### config.mk
export PLATFORM = sky130hd
export DESIGN_NAME = e2rm_queue
export DESIGN_NICKNAME = d
export VERILOG_FILES = /design/src/sv/assert_macros.svh /design/src/sv/e2rm_pkg.sv /design/src/sv/e2rm_queue.sv
export SDC_FILE = /design/constraint.sdc
export NUM_CORES = 1
export LEC_CHECK = 0
export BUFFER_PORTS_ARGS = -buffer_cell sky130_fd_sc_hd__buf_2
export CAP_MARGIN = 10
export CORE_UTILIZATION = 29
export CTS_BUF_LIST = sky130_fd_sc_hd__clkbuf_4 sky130_fd_sc_hd__clkbuf_8
export DETAILED_ROUTE_END_ITERATION = 8
export SYNTH_ARGS = -nofsm -noshare
export SYNTH_HDL_FRONTEND = slang
export SYNTH_SLANG_ARGS = --single-unit
### constraint.sdc
create_clock -name clk -period 9.71 [get_ports clk]
set_input_delay 0 -clock clk [delete_from_list [all_inputs] [get_ports clk]]
set_output_delay 0 -clock clk [all_outputs]
set_load 0.01 [all_outputs]
### src/sv/assert_macros.svh
// Assertion macros for the RTL files (included by e2rm_back)
`ifndef ASSERT_MACROS_SVH
`define ASSERT_MACROS_SVH
`ifndef ASSERT_OFF
`define ASSERT_IMPLIES(label, clk, rst_n, a, b) \
    label: assert property (@(posedge clk) disable iff (!rst_n) (a) |-> (b)) \
        else $error("assertion failed");
`define ASSERT_NEXT(label, clk, rst_n, a, b) \
    label: assert property (@(posedge clk) disable iff (!rst_n) (a) |=> (b)) \
        else $error("assertion failed");
`else
`define ASSERT_IMPLIES(label, clk, rst_n, a, b)
`define ASSERT_NEXT(label, clk, rst_n, a, b)
`endif
`endif

### src/sv/e2rm_pkg.sv
// Package: types, constants and helpers of the Euler to rotation matrix block
`default_nettype none
package e2rm_pkg;
    localparam int CordicIterations = 24;
    localparam int AngleW = 25;
    localparam int ElemW = 32;
    localparam int QueueDepth = 4;
    localparam int QueueAw = 2;

    typedef enum logic [2:0] {
        ORDER_XYZ = 3'd0,
        ORDER_ZYX = 3'd1,
        ORDER_YZX = 3'd2,
        ORDER_YXZ = 3'd3,
        ORDER_XZY = 3'd4
    } order_t;

    typedef logic signed [AngleW-1:0] angle_t;
    typedef logic signed [ElemW-1:0] elem_t;

    // Front to back queue entry: phases and order
    typedef struct packed {
        logic [31:0] ph_x;
        logic [31:0] ph_y;
        logic [31:0] ph_z;
        logic [2:0]  order;
    } job_t;

    typedef struct packed {
        elem_t m00; elem_t m01; elem_t m02;
        elem_t m10; elem_t m11; elem_t m12;
        elem_t m20; elem_t m21; elem_t m22;
    } mat_t;

    function automatic logic signed [40:0] atan_val(input int i);
        logic signed [40:0] r;
        begin
            case (i)
                0: r = 41'sd536870912;  1: r = 41'sd316933406;
                2: r = 41'sd167458907;  3: r = 41'sd85004756;
                4: r = 41'sd42667331;   5: r = 41'sd21354465;
                6: r = 41'sd10679838;   7: r = 41'sd5340245;
                8: r = 41'sd2670163;    9: r = 41'sd1335087;
                10: r = 41'sd667544;    11: r = 41'sd333772;
                12: r = 41'sd166886;    13: r = 41'sd83443;
                14: r = 41'sd41722;     15: r = 41'sd20861;
                16: r = 41'sd10430;     17: r = 41'sd5215;
                18: r = 41'sd2608;      19: r = 41'sd1304;
                20: r = 41'sd652;       21: r = 41'sd326;
                22: r = 41'sd163;       23: r = 41'sd81;
                24: r = 41'sd41;        25: r = 41'sd20;
                26: r = 41'sd10;        27: r = 41'sd5;
                28: r = 41'sd3;         29: r = 41'sd1;
                30: r = 41'sd1;
                default: r = 41'sd0;
            endcase
            return r;
        end
    endfunction

    // Saturate a wide value to [-2^30, 2^30]
    function automatic logic signed [31:0] sat_q30(input logic signed [63:0] v);
        logic signed [31:0] r;
        begin
            if (v > 64'sd1073741824) r = 32'sd1073741824;
            else if (v < -64'sd1073741824) r = -32'sd1073741824;
            else r = v[31:0];
            return r;
        end
    endfunction
endpackage
`default_nettype wire

### src/sv/e2rm_queue.sv
// Short queue between front and back parts
`default_nettype none
module e2rm_queue (
    input  wire logic clk,
    input  wire logic rst_n,
    input  wire logic in_valid,
    output logic in_ready,
    input  e2rm_pkg::job_t in_job,
    output logic out_valid,
    input  wire logic out_ready,
    output e2rm_pkg::job_t out_job
);
    import e2rm_pkg::*;

    job_t mem_reg [QueueDepth];
    logic [QueueAw-1:0] wr_reg, rd_reg;
    logic [QueueAw:0] cnt_reg;
    logic push, pop;

    assign in_ready = cnt_reg != QueueAw'(0) + (QueueAw+1)'(QueueDepth);
    assign out_valid = cnt_reg != '0;
    assign out_job = mem_reg[rd_reg];
    assign push = in_valid && in_ready;
    assign pop = out_valid && out_ready;

    // Pointers and fill count
    always_ff @(posedge clk or negedge rst_n)
    begin
        if (!rst_n)
        begin
            wr_reg <= '0;
            rd_reg <= '0;
            cnt_reg <= '0;
        end
        else
        begin
            if (push) wr_reg <= wr_reg + 1'b1;
            if (pop) rd_reg <= rd_reg + 1'b1;
            cnt_reg <= cnt_reg + (QueueAw+1)'(push) - (QueueAw+1)'(pop);
        end
    end

    always_ff @(posedge clk)
    begin
        if (push) mem_reg[wr_reg] <= in_job;
    end
endmodule
`default_nettype wire

==> metrics.md <==
| Metric | Value |
|---|---|
| Nets | `1030` |
| Drt pass-1 iters | `4` |
| Primary FF master, synth | `edfxtp_1` |
| Unrepaired setup endpoints after global routing | `no` |
| DR iter-0 viols | `~390` |
| Ys Warns | `0` |
| CTS tree | `built` |
| Number of synthesized flops with an enable pin | `between 300 and 400` |
| Avg Synthesized Cell Area | `roughly 26 um2` |
| Peak VDD IR | `between 0.00015 and 0.0002 V` |
| Port Buffer Count | `about 200` |
| Vias/cell | `~4.3` |
| Setup TNS | `0 ns` |
| First-pass GRT wire length | `43700 um` |
| GR Overflow Total | `0` |
| Hpwl dp | `~17000 um` |
| Antenna Nets Post-Route | `0` |
| Number of global-route vias before repair | `between 7000 and 8000` |
| Area delta synth->final | `28.1%` |
| CTS clock-pin slew for the worst setup and hold paths | `about 0.06 ns` |
| Rel. slew slack | `about two fifths` |
| Setup violators final | `0` |
| CP endpoint | `out_job[62]` |
| Commonest cells post-synth | `edfxtp_1 (396), mux4_2 (99), buf_2 (11), buf_6 (10), dfrtp_1 (7)` |
| Worst hold slack | `around 0.14 ns` |
| Synth top area share | `between 80% and 90%` |
| Critical path class | `register to primary output` |
| Worst clock skew | `~0.018 ns` |
| Final period utilization | `31.8%` |
| Largest net degree at the start of global routing | `57` |
| Post-synthesis cell count | `between 500 and 600` |
| Crit end category | `primary output` |
| Syn nets | `between 600 and 700` |
| Routed WL per cell | `approximately 18 um` |
| Core footprint | `between 50000 and 60000 um2` |
| Dominant cell type by area after synthesis | `edfxtp_1` |
| Htree depth | `3` |
| Crit path time final | `3.09 ns` |
| Clk_lat worst skew | `between 0.6 and 0.7 ns` |
| Via count | `between 7000 and 8000` |
| Resized cells post-CTS | `0` |
| Synth async-reset ratio | `~1.7%` |
| Initial Utilization | `29.4%` |
| Share of post-route cells with drive strength above 1 | `43.6%` |
| Reg-to-Reg End | `mem_reg[3][7]` |
| Endpoint arrival time on the critical path | `about 3 ns` |
| Max cap viols | `0` |
| Distinct cells, synth | `20` |
| Routability cong. | `between 0.6 and 0.7` |
| Clock root buffer master | `clkbuf_8` |
| CP required | `a little under 10 ns` |
| Power per cell area | `around 290 nW/um2` |
| Slew @ Worst Pin | `~0.93 ns` |
| Critical Path Source | `rd_reg[0]` |
| Register area share after synthesis | `approximately four fifths` |
| F_max | `between 300 and 400 MHz` |
| R2R setup slack | `6.82 ns` |
| Die width | `around 230 um` |
| Most common cell in the netlist | `edfxtp_1` |
| Mapped Area | `about 15000 um2` |
| Hold Fails Final Rpt | `0` |
| Static leakage | `approximately 6.4 nW` |
| Area contributors post-synth | `edfxtp_1 (81%), mux4_2 (15%), dfrtp_1 (1.2%)` |
| Num rows | `82` |
| Setup Buffers After CTS | `0` |
| Die H | `between 200 and 250 um` |
| Clock Sinks | `slightly above 400` |
| Outcome | `complete, no violations` |
| CTS Buf Count | `just under 70` |
| Boundary Pins | `204` |
| Clock buffer depth | `3` |
| #FFs+latches synth | `about 400` |
| WL final | `a little under 30000 um` |
| Reg2reg start | `cnt_reg[2]` |
| Max-slew violations | `0` |
| Initial antenna violation count | `3` |
| Max Fanout on Critical Path | `43` |
| Max reg flops | `396` |
| Die area | `between 50000 and 60000 um2` |
| Overall Global Routing Usage | `~11%` |
| Worst reg-to-reg path cell count | `3` |
| Hold Crit Class | `input pin to register` |
| Critical Path Start Type | `register` |
| DR DRC count | `0` |
| Hold buffers post-CTS | `between 100 and 150` |
-- metal layers --
metal	track usage (%)	up-vias	share of wire [%]
met5	0	-	0.044
met4	5.52	2	2.3
met3	3.27	51	5.6
met2	18.4	197	49
met1	14.3	3661	43
li1	-	3157	-
-- worst min path at each step --
stage                     startpoint              to  slack [ns]  depth (start not counted)
after floorplan                rst_n      cnt_reg[0]       -0.30                          0
after detailed placement       rst_n       wr_reg[1]       -0.15                          1
final                      in_job[4]   mem_reg[2][4]        0.14                          2
after global placement         rst_n      cnt_reg[0]       -0.15                          1
after global routing      in_job[65]  mem_reg[3][65]        0.09                          2
after CTS                 in_job[14]  mem_reg[3][14]        0.04                          2
-- where the power goes --
| part | internal (mW) | leakage, nW | switching (mW) | total [mW] |
|---|---|---|---|---|
| combinational | 0.708 | 2.02 | 0.785 | 1.49 |
| clock | 0.816 | 0.707 | 0.661 | 1.48 |
| sequential | 2.30 | 3.71 | 0.162 | 2.46 |
| total | 3.82 | 6.44 | 1.61 | 5.43 |
-- critical path: stages, from the launching register on --
cell,delay [ns]
dfrtp_4,0.80
buf_4,0.83
mux4_2,0.66
buf_2,0.17
-- layout by cell type (no fill, tap or decap), drive strengths merged, types with 6 or more instances in the layout --
cell type	count
edfxtp	396
inv	7
ha	6
dlygate4sd3	103
clkbuf	98
dfrtp	7
mux4	99
buf	210
clkinv	23
-- cells by family (layout without fill, tap and decap cells) --
kind of cell             count (synthesis)  after routing  share of synthesized area, %
flip-flops                             403            403                          81.8
AO/OA/AOI/OAI                            4              4                         0.220
XOR/XNOR                                 4              4                         0.237
buffers and inverters                   28            446                          1.31
AND/OR/NAND/NOR                         13             13                         0.712
multiplexers                            99             99                          15.1
other                                    0              2                             0
adder cells (fa/ha/maj)                  7              7                         0.644
-- metrics by stage --
step / worst slack (ns) / instances / utilization (%) / power [mW] / instance area (um2)
2_1_floorplan: 6.21 / 558 / - / 3.46 / 14800
3_3_place_gp: 6.85 / 1418 / 32.9 / 3.99 / 16500
3_5_place_dp: 6.79 / 1418 / 32.9 / 4.02 / 16500
4_1_cts: 6.37 / 1648 / 37.7 / 5.56 / 18900
5_1_grt: 6.28 / 1649 / 37.7 / 5.72 / 18900
6_report: 6.62 / 1650 / 37.7 / 5.43 / 18900
-- layout make-up --
type | instances | area (um2)
Fill cell | 4577 | 31300
Sequential cell | 403 | 12100
Multi-Input combinational cell | 127 | 2510
Timing Repair Buffer | 313 | 2100
Clock buffer | 98 | 1190
Tap cell | 672 | 841
Clock inverter | 29 | 163
Inverter | 6 | 22.5
Antenna cell | 2 | 5.00
Power figures use the tool's default switching activity.
